==> config.mk <==
export PLATFORM = sky130hd
export DESIGN_NAME = line_clipper_outcode
export DESIGN_NICKNAME = d
export VERILOG_FILES = /design/src/hw/rtl/lco_pkg.sv /design/src/hw/rtl/lco_front.sv /design/src/hw/rtl/lco_queue.sv /design/src/hw/rtl/lco_div.sv /design/src/hw/rtl/lco_clip.sv /design/src/hw/rtl/line_clipper_outcode.sv
export VERILOG_INCLUDE_DIRS = /design/src /design/src/hw/rtl
export SDC_FILE = /design/constraint.sdc
export NUM_CORES = 2
export LEC_CHECK = 0
export ABC_AREA = 0
export BUFFER_PORTS_ARGS = -buffer_cell sky130_fd_sc_hd__buf_4
export CAP_MARGIN = 20
export CORE_MARGIN = 2
export CORE_UTILIZATION = 30
export CTS_BUF_LIST = sky130_fd_sc_hd__clkbuf_8
export CTS_CLUSTER_DIAMETER = 200
export DETAILED_ROUTE_END_ITERATION = 10
export GPL_TIMING_DRIVEN = 0
export PLACE_DENSITY_LB_ADDON = 0.15
export SLEW_MARGIN = 20
export SYNTH_ARGS = -nofsm -noshare
export SYNTH_HDL_FRONTEND = slang
export SYNTH_HIERARCHICAL = 1
export SYNTH_SLANG_ARGS = --single-unit
==> constraint.sdc <==
create_clock -name clk -period 9.9 [get_ports clk]
set_input_delay 1.485 -clock clk [delete_from_list [all_inputs] [get_ports clk]]
set_output_delay 1.485 -clock clk [all_outputs]
set_load 0.1 [all_outputs]
==> src/hw/rtl/line_clipper_outcode_macros.svh <==
// Assertion macros for the line clipper.
`ifndef LINE_CLIPPER_OUTCODE_MACROS_SVH
`define LINE_CLIPPER_OUTCODE_MACROS_SVH
`ifndef NO_ASSERTIONS
`define LCO_ASSERT(label, prop) \
  label: assert property (@(posedge clk) disable iff (rst) prop) \
    else $error("line clipper check failed");
`define LCO_ASSERT_ALWAYS(label, prop) \
  label: assert property (@(posedge clk) prop) \
    else $error("line clipper check failed");
`else
`define LCO_ASSERT(label, prop)
`define LCO_ASSERT_ALWAYS(label, prop)
`endif
`endif

==> src/hw/rtl/lco_pkg.sv <==
`timescale 1ns / 1ps
package lco_pkg;

  typedef logic [3:0] code_t;

  localparam code_t CODE_LEFT   = 4'd1;
  localparam code_t CODE_RIGHT  = 4'd2;
  localparam code_t CODE_BOTTOM = 4'd4;
  localparam code_t CODE_TOP    = 4'd8;

  localparam int MAX_CLIP_STEPS = 8;
  localparam int STEP_BITS      = $clog2(MAX_CLIP_STEPS + 1);

  localparam int CFG_INDEX_BITS = 4;
  typedef logic [CFG_INDEX_BITS-1:0] cfg_index_t;

  localparam cfg_index_t REG_X_MIN = 4'd0;
  localparam cfg_index_t REG_X_MAX = 4'd1;
  localparam cfg_index_t REG_Y_MIN = 4'd2;
  localparam cfg_index_t REG_Y_MAX = 4'd3;

  localparam int WIN_RESET_MIN = -100;
  localparam int WIN_RESET_MAX = 100;

  localparam int QUEUE_DEPTH = 2;

  typedef struct packed {
    code_t start_code;
    code_t end_code;
  } code_pair_t;

  function automatic code_t make_code(input logic lt_x_min, input logic gt_x_max,
                                      input logic lt_y_min, input logic gt_y_max);
    code_t c;
    c = '0;
    if (lt_x_min) begin
      c = c | CODE_LEFT;
    end else if (gt_x_max) begin
      c = c | CODE_RIGHT;
    end
    if (lt_y_min) begin
      c = c | CODE_BOTTOM;
    end else if (gt_y_max) begin
      c = c | CODE_TOP;
    end
    return c;
  endfunction

endpackage

==> src/hw/rtl/lco_front.sv <==
`timescale 1ns / 1ps
module lco_front
  import lco_pkg::*;
#(
  parameter int COORD_BITS = 16
) (
  input  logic                         clk,
  input  logic                         rst,
  input  logic                         in_valid,
  output logic                         in_ready,
  input  logic signed [COORD_BITS-1:0] start_x,
  input  logic signed [COORD_BITS-1:0] start_y,
  input  logic signed [COORD_BITS-1:0] end_x,
  input  logic signed [COORD_BITS-1:0] end_y,
  input  logic signed [COORD_BITS-1:0] win_x_min,
  input  logic signed [COORD_BITS-1:0] win_x_max,
  input  logic signed [COORD_BITS-1:0] win_y_min,
  input  logic signed [COORD_BITS-1:0] win_y_max,
  output logic                         item_valid,
  input  logic                         item_ready,
  output logic signed [COORD_BITS-1:0] item_start_x,
  output logic signed [COORD_BITS-1:0] item_start_y,
  output logic signed [COORD_BITS-1:0] item_end_x,
  output logic signed [COORD_BITS-1:0] item_end_y,
  output code_pair_t                   item_codes
);

  assign in_ready = !item_valid || item_ready;

  always_ff @(posedge clk) begin
    if (rst) begin
      item_valid <= 1'b0;
    end else if (in_ready) begin
      item_valid <= in_valid;
    end
  end

  // classify both endpoints on the way in
  always_ff @(posedge clk) begin
    if (in_valid && in_ready) begin
      item_start_x          <= start_x;
      item_start_y          <= start_y;
      item_end_x            <= end_x;
      item_end_y            <= end_y;
      item_codes.start_code <= make_code(start_x < win_x_min, start_x > win_x_max,
                                         start_y < win_y_min, start_y > win_y_max);
      item_codes.end_code   <= make_code(end_x < win_x_min, end_x > win_x_max,
                                         end_y < win_y_min, end_y > win_y_max);
    end
  end

endmodule

==> src/hw/rtl/lco_queue.sv <==
`timescale 1ns / 1ps
module lco_queue
  import lco_pkg::*;
#(
  parameter int DATA_BITS = 72
) (
  input  logic                 clk,
  input  logic                 rst,
  input  logic                 push_valid,
  output logic                 push_ready,
  input  logic [DATA_BITS-1:0] push_data,
  output logic                 pop_valid,
  input  logic                 pop_ready,
  output logic [DATA_BITS-1:0] pop_data
);

  localparam int PTR_BITS = (QUEUE_DEPTH > 1) ? $clog2(QUEUE_DEPTH) : 1;
  localparam int CNT_BITS = $clog2(QUEUE_DEPTH + 1);

  logic [DATA_BITS-1:0] slots [QUEUE_DEPTH];
  logic [PTR_BITS-1:0]  wr_ptr;
  logic [PTR_BITS-1:0]  rd_ptr;
  logic [CNT_BITS-1:0]  count;
  logic                 push;
  logic                 pop;

  assign push_ready = count != CNT_BITS'(QUEUE_DEPTH);
  assign pop_valid  = count != '0;
  assign push       = push_valid && push_ready;
  assign pop        = pop_valid && pop_ready;
  assign pop_data   = slots[rd_ptr];

  always_ff @(posedge clk) begin
    if (rst) begin
      wr_ptr <= '0;
      rd_ptr <= '0;
      count  <= '0;
    end else begin
      if (push) begin
        wr_ptr <= (wr_ptr == PTR_BITS'(QUEUE_DEPTH - 1)) ? '0 : wr_ptr + 1'b1;
      end
      if (pop) begin
        rd_ptr <= (rd_ptr == PTR_BITS'(QUEUE_DEPTH - 1)) ? '0 : rd_ptr + 1'b1;
      end
      if (push && !pop) begin
        count <= count + 1'b1;
      end else if (pop && !push) begin
        count <= count - 1'b1;
      end
    end
  end

  always_ff @(posedge clk) begin
    if (push) begin
      slots[wr_ptr] <= push_data;
    end
  end

endmodule

==> src/hw/rtl/lco_div.sv <==
`timescale 1ns / 1ps
module lco_div #(
  parameter int COORD_BITS = 16
) (
  input  logic                      clk,
  input  logic                      rst,
  input  logic                      start,
  input  logic [2*COORD_BITS+1:0]   dividend,
  input  logic [COORD_BITS:0]       divisor,
  output logic                      done,
  output logic [COORD_BITS-1:0]     quotient
);

  localparam int DIVIDEND_BITS = 2 * COORD_BITS + 2;
  localparam int DIVISOR_BITS  = COORD_BITS + 1;
  localparam int CNT_BITS      = $clog2(DIVIDEND_BITS + 1);

  logic                     busy;
  logic [CNT_BITS-1:0]      count;
  logic [DIVIDEND_BITS-1:0] dvd;
  logic [DIVISOR_BITS-1:0]  dvs;
  logic [DIVISOR_BITS-1:0]  rem;
  logic [DIVISOR_BITS:0]    rem_shift;
  logic [DIVISOR_BITS:0]    rem_sub;
  logic                     fits;
  logic [DIVISOR_BITS-1:0]  rem_next;

  // one quotient bit per cycle, restoring
  always_comb begin
    rem_shift = {rem, dvd[DIVIDEND_BITS-1]};
    fits      = rem_shift >= {1'b0, dvs};
    rem_sub   = rem_shift - {1'b0, dvs};
    rem_next  = fits ? rem_sub[DIVISOR_BITS-1:0] : rem_shift[DIVISOR_BITS-1:0];
  end

  always_ff @(posedge clk) begin
    if (rst) begin
      busy  <= 1'b0;
      done  <= 1'b0;
      count <= '0;
    end else begin
      done <= 1'b0;
      if (start) begin
        busy  <= 1'b1;
        count <= CNT_BITS'(DIVIDEND_BITS);
      end else if (busy) begin
        count <= count - 1'b1;
        if (count == CNT_BITS'(1)) begin
          busy <= 1'b0;
          done <= 1'b1;
        end
      end
    end
  end

  always_ff @(posedge clk) begin
    if (start) begin
      dvd      <= dividend;
      dvs      <= divisor;
      rem      <= '0;
      quotient <= '0;
    end else if (busy) begin
      dvd      <= {dvd[DIVIDEND_BITS-2:0], 1'b0};
      rem      <= rem_next;
      quotient <= {quotient[COORD_BITS-2:0], fits};
    end
  end

endmodule

==> src/hw/rtl/lco_clip.sv <==
`timescale 1ns / 1ps
module lco_clip
  import lco_pkg::*;
#(
  parameter int COORD_BITS = 16
) (
  input  logic                         clk,
  input  logic                         rst,
  input  logic signed [COORD_BITS-1:0] win_x_min,
  input  logic signed [COORD_BITS-1:0] win_x_max,
  input  logic signed [COORD_BITS-1:0] win_y_min,
  input  logic signed [COORD_BITS-1:0] win_y_max,
  input  logic                         item_valid,
  output logic                         item_ready,
  input  logic signed [COORD_BITS-1:0] item_start_x,
  input  logic signed [COORD_BITS-1:0] item_start_y,
  input  logic signed [COORD_BITS-1:0] item_end_x,
  input  logic signed [COORD_BITS-1:0] item_end_y,
  input  code_pair_t                   item_codes,
  output logic                         div_start,
  output logic [2*COORD_BITS+1:0]      div_dividend,
  output logic [COORD_BITS:0]          div_divisor,
  input  logic                         div_done,
  input  logic [COORD_BITS-1:0]        div_quotient,
  output logic                         out_valid,
  input  logic                         out_ready,
  output logic                         accepted,
  output logic signed [COORD_BITS-1:0] clipped_start_x,
  output logic signed [COORD_BITS-1:0] clipped_start_y,
  output logic signed [COORD_BITS-1:0] clipped_end_x,
  output logic signed [COORD_BITS-1:0] clipped_end_y
);

  typedef logic signed [COORD_BITS-1:0] coord_t;
  typedef logic signed [COORD_BITS:0]   diff_t;
  typedef logic [COORD_BITS:0]          mag_t;
  typedef logic [2*COORD_BITS+1:0]      prod_t;

  typedef enum logic [2:0] {
    S_IDLE,
    S_DECIDE,
    S_MUL,
    S_START,
    S_DIV,
    S_CODE,
    S_DONE
  } state_t;

  function automatic diff_t sub(input coord_t a, input coord_t b);
    return diff_t'(a) - diff_t'(b);
  endfunction

  function automatic mag_t mag(input diff_t v);
    return v[COORD_BITS] ? mag_t'(-v) : mag_t'(v);
  endfunction

  state_t               state;
  coord_t               x0, y0, x1, y1;
  code_t                c0, c1;
  logic [STEP_BITS-1:0] steps;
  logic                 accept_flag;
  logic                 move_end;
  logic                 move_y;
  coord_t               base;
  coord_t               edge_val;
  diff_t                span;
  diff_t                num;
  diff_t                den;
  logic                 den_zero;
  logic                 neg;
  prod_t                prod;

  code_t  sel_code;
  diff_t  dx, dy;
  logic   pick_y;
  coord_t pick_base;
  coord_t pick_edge;
  diff_t  pick_span;
  diff_t  pick_num;
  diff_t  pick_den;
  coord_t q_mag;
  coord_t q_signed;
  coord_t new_coord;

  // pick the first violated edge: top, bottom, right, left
  always_comb begin
    sel_code = (c0 != '0) ? c0 : c1;
    dx       = sub(x1, x0);
    dy       = sub(y1, y0);
    if ((sel_code & CODE_TOP) != '0) begin
      pick_y    = 1'b0;
      pick_edge = win_y_max;
      pick_base = x0;
      pick_span = dx;
      pick_num  = sub(win_y_max, y0);
      pick_den  = dy;
    end else if ((sel_code & CODE_BOTTOM) != '0) begin
      pick_y    = 1'b0;
      pick_edge = win_y_min;
      pick_base = x0;
      pick_span = dx;
      pick_num  = sub(win_y_min, y0);
      pick_den  = dy;
    end else if ((sel_code & CODE_RIGHT) != '0) begin
      pick_y    = 1'b1;
      pick_edge = win_x_max;
      pick_base = y0;
      pick_span = dy;
      pick_num  = sub(win_x_max, x0);
      pick_den  = dx;
    end else begin
      pick_y    = 1'b1;
      pick_edge = win_x_min;
      pick_base = y0;
      pick_span = dy;
      pick_num  = sub(win_x_min, x0);
      pick_den  = dx;
    end
  end

  always_comb begin
    q_mag     = den_zero ? '0 : coord_t'(div_quotient);
    q_signed  = neg ? coord_t'(-q_mag) : q_mag;
    new_coord = coord_t'(base + q_signed);
  end

  assign item_ready   = state == S_IDLE;
  assign div_start    = state == S_START;
  assign div_dividend = prod;
  assign div_divisor  = mag(den);

  always_ff @(posedge clk) begin
    if (rst) begin
      state     <= S_IDLE;
      out_valid <= 1'b0;
      steps     <= '0;
    end else begin
      if (out_valid && out_ready && state != S_DONE) begin
        out_valid <= 1'b0;
      end
      unique case (state)
        S_IDLE: begin
          if (item_valid) begin
            x0    <= item_start_x;
            y0    <= item_start_y;
            x1    <= item_end_x;
            y1    <= item_end_y;
            c0    <= item_codes.start_code;
            c1    <= item_codes.end_code;
            steps <= '0;
            state <= S_DECIDE;
          end
        end
        S_DECIDE: begin
          if ((c0 | c1) == '0) begin
            accept_flag <= 1'b1;
            state       <= S_DONE;
          end else if ((c0 & c1) != '0 || steps == STEP_BITS'(MAX_CLIP_STEPS)) begin
            accept_flag <= 1'b0;
            state       <= S_DONE;
          end else begin
            steps    <= steps + 1'b1;
            move_end <= c0 == '0;
            move_y   <= pick_y;
            base     <= pick_base;
            edge_val <= pick_edge;
            span     <= pick_span;
            num      <= pick_num;
            den      <= pick_den;
            den_zero <= pick_den == '0;
            state    <= S_MUL;
          end
        end
        S_MUL: begin
          prod  <= prod_t'(mag(span)) * prod_t'(mag(num));
          neg   <= span[COORD_BITS] ^ num[COORD_BITS] ^ den[COORD_BITS];
          state <= S_START;
        end
        S_START: begin
          state <= S_DIV;
        end
        S_DIV: begin
          if (div_done) begin
            if (move_end) begin
              x1 <= move_y ? edge_val : new_coord;
              y1 <= move_y ? new_coord : edge_val;
            end else begin
              x0 <= move_y ? edge_val : new_coord;
              y0 <= move_y ? new_coord : edge_val;
            end
            state <= S_CODE;
          end
        end
        S_CODE: begin
          c0    <= make_code(x0 < win_x_min, x0 > win_x_max, y0 < win_y_min, y0 > win_y_max);
          c1    <= make_code(x1 < win_x_min, x1 > win_x_max, y1 < win_y_min, y1 > win_y_max);
          state <= S_DECIDE;
        end
        S_DONE: begin
          if (!out_valid || out_ready) begin
            out_valid       <= 1'b1;
            accepted        <= accept_flag;
            clipped_start_x <= accept_flag ? x0 : '0;
            clipped_start_y <= accept_flag ? y0 : '0;
            clipped_end_x   <= accept_flag ? x1 : '0;
            clipped_end_y   <= accept_flag ? y1 : '0;
            state           <= S_IDLE;
          end
        end
        default: begin
          state <= S_IDLE;
        end
      endcase
    end
  end

endmodule

==> src/hw/rtl/line_clipper_outcode.sv <==
// A segment that needs no clipping passes the front end register and the queue, then the
// clip engine decides and registers its result; each clip step multiplies, runs the
// bit-serial divider and recodes both endpoints. A segment takes at most eight clip steps.
// The clip engine holds one segment at a time while the front end and a two-entry queue
// keep taking segments until the queue is full.
// Reset: window returns to -100..100 on both axes, queue and output are emptied.
`timescale 1ns / 1ps
`include "line_clipper_outcode_macros.svh"
module line_clipper_outcode
  import lco_pkg::*;
#(
  parameter int COORD_BITS = 16
) (
  input  logic                         clk,
  input  logic                         rst,
  input  logic                         cfg_valid,
  output logic                         cfg_ready,
  input  cfg_index_t                   cfg_index,
  input  logic [COORD_BITS-1:0]        cfg_data,
  input  logic                         in_valid,
  output logic                         in_ready,
  input  logic signed [COORD_BITS-1:0] start_x,
  input  logic signed [COORD_BITS-1:0] start_y,
  input  logic signed [COORD_BITS-1:0] end_x,
  input  logic signed [COORD_BITS-1:0] end_y,
  output logic                         out_valid,
  input  logic                         out_ready,
  output logic                         accepted,
  output logic signed [COORD_BITS-1:0] clipped_start_x,
  output logic signed [COORD_BITS-1:0] clipped_start_y,
  output logic signed [COORD_BITS-1:0] clipped_end_x,
  output logic signed [COORD_BITS-1:0] clipped_end_y
);

  localparam int ITEM_BITS = 4 * COORD_BITS + $bits(code_pair_t);

  logic signed [COORD_BITS-1:0] win_x_min;
  logic signed [COORD_BITS-1:0] win_x_max;
  logic signed [COORD_BITS-1:0] win_y_min;
  logic signed [COORD_BITS-1:0] win_y_max;

  logic                         fr_valid;
  logic                         fr_ready;
  logic signed [COORD_BITS-1:0] fr_start_x, fr_start_y, fr_end_x, fr_end_y;
  code_pair_t                   fr_codes;

  logic                         qd_valid;
  logic                         qd_ready;
  logic [ITEM_BITS-1:0]         qd_data;
  logic signed [COORD_BITS-1:0] qd_start_x, qd_start_y, qd_end_x, qd_end_y;
  code_pair_t                   qd_codes;

  logic                         div_start;
  logic [2*COORD_BITS+1:0]      div_dividend;
  logic [COORD_BITS:0]          div_divisor;
  logic                         div_done;
  logic [COORD_BITS-1:0]        div_quotient;

  logic                         result_zero;
  logic                         start_in_win;
  logic                         end_in_win;

  assign cfg_ready = 1'b1;

  always_ff @(posedge clk) begin
    if (rst) begin
      win_x_min <= COORD_BITS'(WIN_RESET_MIN);
      win_x_max <= COORD_BITS'(WIN_RESET_MAX);
      win_y_min <= COORD_BITS'(WIN_RESET_MIN);
      win_y_max <= COORD_BITS'(WIN_RESET_MAX);
    end else if (cfg_valid && cfg_ready) begin
      unique case (cfg_index)
        REG_X_MIN: win_x_min <= cfg_data;
        REG_X_MAX: win_x_max <= cfg_data;
        REG_Y_MIN: win_y_min <= cfg_data;
        REG_Y_MAX: win_y_max <= cfg_data;
        default: begin
        end
      endcase
    end
  end

  lco_front #(
    .COORD_BITS(COORD_BITS)
  ) u_front (
    .clk          (clk),
    .rst          (rst),
    .in_valid     (in_valid),
    .in_ready     (in_ready),
    .start_x      (start_x),
    .start_y      (start_y),
    .end_x        (end_x),
    .end_y        (end_y),
    .win_x_min    (win_x_min),
    .win_x_max    (win_x_max),
    .win_y_min    (win_y_min),
    .win_y_max    (win_y_max),
    .item_valid   (fr_valid),
    .item_ready   (fr_ready),
    .item_start_x (fr_start_x),
    .item_start_y (fr_start_y),
    .item_end_x   (fr_end_x),
    .item_end_y   (fr_end_y),
    .item_codes   (fr_codes)
  );

  lco_queue #(
    .DATA_BITS(ITEM_BITS)
  ) u_queue (
    .clk        (clk),
    .rst        (rst),
    .push_valid (fr_valid),
    .push_ready (fr_ready),
    .push_data  ({fr_start_x, fr_start_y, fr_end_x, fr_end_y, fr_codes}),
    .pop_valid  (qd_valid),
    .pop_ready  (qd_ready),
    .pop_data   (qd_data)
  );

  assign {qd_start_x, qd_start_y, qd_end_x, qd_end_y, qd_codes} = qd_data;

  lco_div #(
    .COORD_BITS(COORD_BITS)
  ) u_div (
    .clk      (clk),
    .rst      (rst),
    .start    (div_start),
    .dividend (div_dividend),
    .divisor  (div_divisor),
    .done     (div_done),
    .quotient (div_quotient)
  );

  lco_clip #(
    .COORD_BITS(COORD_BITS)
  ) u_clip (
    .clk             (clk),
    .rst             (rst),
    .win_x_min       (win_x_min),
    .win_x_max       (win_x_max),
    .win_y_min       (win_y_min),
    .win_y_max       (win_y_max),
    .item_valid      (qd_valid),
    .item_ready      (qd_ready),
    .item_start_x    (qd_start_x),
    .item_start_y    (qd_start_y),
    .item_end_x      (qd_end_x),
    .item_end_y      (qd_end_y),
    .item_codes      (qd_codes),
    .div_start       (div_start),
    .div_dividend    (div_dividend),
    .div_divisor     (div_divisor),
    .div_done        (div_done),
    .div_quotient    (div_quotient),
    .out_valid       (out_valid),
    .out_ready       (out_ready),
    .accepted        (accepted),
    .clipped_start_x (clipped_start_x),
    .clipped_start_y (clipped_start_y),
    .clipped_end_x   (clipped_end_x),
    .clipped_end_y   (clipped_end_y)
  );

  assign result_zero  = {clipped_start_x, clipped_start_y, clipped_end_x, clipped_end_y} == '0;
  assign start_in_win = clipped_start_x >= win_x_min && clipped_start_x <= win_x_max &&
                        clipped_start_y >= win_y_min && clipped_start_y <= win_y_max;
  assign end_in_win   = clipped_end_x >= win_x_min && clipped_end_x <= win_x_max &&
                        clipped_end_y >= win_y_min && clipped_end_y <= win_y_max;

  `LCO_ASSERT(a_reject_zero, out_valid && !accepted |-> result_zero)
  `LCO_ASSERT(a_accept_inside, out_valid && accepted |-> start_in_win && end_in_win)
  `LCO_ASSERT_ALWAYS(a_reset_empty, $past(rst) |-> !out_valid)

endmodule
==> summary.txt <==
Run status
  • Status: completed

Placement
  • Post-DP HPWL: 132 mm
  • Placed cell area: 50700 um^2
  • Final estimated routing congestion in global placement: approximately 0.95
  • Pre-CTS WS: -476 ps
  • IO Port Bufs: 155

Clock tree
  • Skew-Pair Late Insertion Delay: 860 ps
  • Total setup buffers inserted after CTS: 0
  • Root buffer cell: clkbuf_8
  • Bufs on Longest Clock Path: 3
  • Num CTS Buffers: 119
  • # clock sinks: approximately 650
  • H-Tree Depth: 3
  • CTS tree: done
  • Cts hold-fix bufs: 0
  • Worst-path clk slew: ~80 ps

Timing
  • Unrepaired setup endpoints after global routing: no
  • Setup TNS Final: 0 ps
  • Worst-margin pin slew: 1180 ps
  • Slew Viols, Final: 0
  • Fmax: 0.106 GHz
  • Relative slew slack: 20.9%
  • Minimum clock period: 9430 ps
  • Clk_skew: about 40 ps
  • Hold Slack: 414 ps
  • Final Cycle Share: 95.2%
  • Setup ws final: roughly 470 ps
  • Final setup fails: 0
  • Final hold violations: 0

Synth
  • Cells after Synth: ~4500
  • Synth area leader: edfxtp_1
  • Ys Warns: 6
  • Synth area leaders: edfxtp_1, ha_1, fa_1
  • Syn_area_per_cell: roughly 10 um^2
  • Post-Syn Nets: approximately 5200
  • Top-count cell post-synth: inv_1
  • Prevailing post-synth register cell: edfxtp_1
  • #FFs+latches synth: 645
  • Sequential share of the synthesized area: between 30% and 40%
  • Top cells by count, synth: inv_1, edfxtp_1, ha_1
  • Post-synth EDFFs: approximately 530
  • Synth Cell Area: 46400 um^2
  • Synth top area share: about a third
  • Netlist cell types: 107
  • Synth async-reset ratio: 0%

Drt
  • Via count: 34426
  • Metal-1 WL: around 73 mm
  • Drt via density: 4.96
  • First-pass iteration count of the detailed router: 7
  • Final WL: 165 mm
  • WL met3: between 6 and 7 mm
  • Initial DRC count: about 2500
  • Routed len/inst: 23.8 um
  • Metal2 WL: about 77 mm
  • ANT nets after route: 0
  • Drt drc: 0
  • Max layer used: met5

Critical path
  • Worst flop-to-flop path startpoint: u_clip/span[0]
  • Delay-heaviest family, CP: adder cells
  • Crit path kind: flip-flop to flip-flop
  • Worst endpoint required time: 10480 ps
  • Slowest CP cell: edfxtp_1
  • Crit path max fanout: 11
  • Most frequent CP cell: fa_1
  • RR Endpoint: u_clip/div_dividend[33]
  • Worst Path Buf+Inv: 5
  • CP max stage delay: approximately 700 ps
  • CP arrival: 10010 ps
  • R2r setup slk: 470 ps
  • CP startpoint kind: flip-flop
  • Worst-case reg-to-reg path depth: 27
  • Crit end category: flip-flop

Global routing
  • Total GRT Usage: a little over 20%
  • Initial antenna violation count: 7
  • Vias in the first global route: 34966
  • First-pass GRT wire length: 239 mm
  • Largest net degree at the start of global routing: 50
  • Grt ovf: 0

Job
  • Max Cap Viol: 0

Layout
  • Post-route cell area: 53100 um^2
  • Register area: 18200 um^2
  • Area Growth Syn to Fin: 14.3%
  • Multi-input logic area: 25800 um^2
  • Fillers: between 15000 and 20000
  • Share of post-route cells with drive strength above 1: 11.4%
  • Layout Nets: roughly 5500

Power
  • Tot Pwr: around 19 mW
  • PD cells: 354 nW/um^2
  • VDD IR max: 0.605 mV
  • P_leak: 22.4 nW

Floorplanning
  • Die span in x: 397 um
  • Die area: 158000 um^2
  • Core area: around 150000 um^2
  • I/O pin count: approximately 160
  • Die height: a little under 400 um
  • Starting Density: 30.2%
  • Row count: 144

Min path
  • Hold Path End: u_queue/slots[1][16]
  • Min-Delay Path Class: flip-flop to flip-flop
  • Hold_sp: u_front/item_end_y[8]
  • Hold depth: 0
==> cell type report <==
class	count	share of cell area (%)
Multi-Input combinational cell	3179	48.5
Clock buffer	129	3.34
Timing Repair Buffer	189	2.89
Tap cell	2044	4.82
Antenna cell	3	0.0141
Sequential cell	645	34.2
Inverter	530	3.76
Clock inverter	96	1.16
Buffer	132	1.24
==> cell usage in the layout, fill, tap and decap left out, drive strengths merged, types with 85 or more instances in the layout <==
| cell | n |
|---|---|
| inv | 565 |
| edfxtp | 526 |
| ha | 431 |
| nand2 | 411 |
| nor2 | 391 |
| fa | 232 |
| clkbuf | 231 |
| buf | 219 |
| a21oi | 193 |
| o21ai | 155 |
| xnor2 | 125 |
| dfxtp | 119 |
| mux2 | 110 |
| mux2i | 106 |
| and2 | 92 |
| nand2b | 91 |
| xor2 | 85 |
==> stage by stage <==
stage | util [%] | cells
6_report | 34.5 | 6947
4_1_cts | 34.5 | 6943
3_3_place_gp | 32.6 | 6687
2_1_floorplan | - | 4488
3_5_place_dp | 32.9 | 6720
5_1_grt | 34.5 | 6946
==> sequential cells by signal (all words and copies together), names as in the netlist, 17 cells and up, named ones only <==
register and count:
u_clip/span 17, u_div/dvs 17, u_clip/div_dividend 34, u_clip/den 17
u_div/dvd 34, u_queue/slots 144, u_div/rem 17, u_clip/num 17
==> how the worst max path moves through the flow <==
stage | start | end | slack (ps) | depth (start not counted)
after floorplan | u_clip/span[0] | u_clip/div_dividend[30] | 2050 | 27
after global placement | rst | u_clip/clipped_end_x[3] | -1960 | 3
after CTS | u_clip/span[0] | u_clip/div_dividend[33] | 20 | 27
final | u_clip/span[0] | u_clip/div_dividend[33] | 470 | 27
after detailed placement | u_clip/span[0] | u_clip/div_dividend[33] | -480 | 29
after global routing | u_clip/span[0] | u_clip/div_dividend[30] | 50 | 30
==> cells by family after synthesis <==
family                   count (synthesis)  synth area share (%)
adder cells (fa/ha/maj)                663                  21.6
buffers and inverters                  664                  5.72
multiplexers                           216                  4.95
AND/OR/NAND/NOR                       1293                  13.2
AO/OA/AOI/OAI                          796                  11.4
other                                    1               0.00807
XOR/XNOR                               210                  3.96
flip-flops                             645                  39.1
==> power by group <==
part | total (mW) | switching, mW | internal [mW]
Sequential | 4.20 | 0.347 | 3.86
Combinational | 12.0 | 7.26 | 4.73
Clock | 2.61 | 1.24 | 1.37
Total | 18.8 | 8.85 | 9.96
==> metal layers <==
layer | global-route usage, % | vias up
met5 | 0 | -
met4 | 9.88 | 2
met3 | 2.65 | 314
met2 | 34.1 | 876
met1 | 27.1 | 16883
li1 | - | 16351
==> timing repair <==
action / 4_1_cts / 5_1_grt
gates resized for setup: 1 / 2
endpoints found under the hold margin: 0 / 0
pin swaps: 0 / 0
setup endpoints to repair: 11 / 5
No activity file was read; power rests on OpenSTA's default activity.
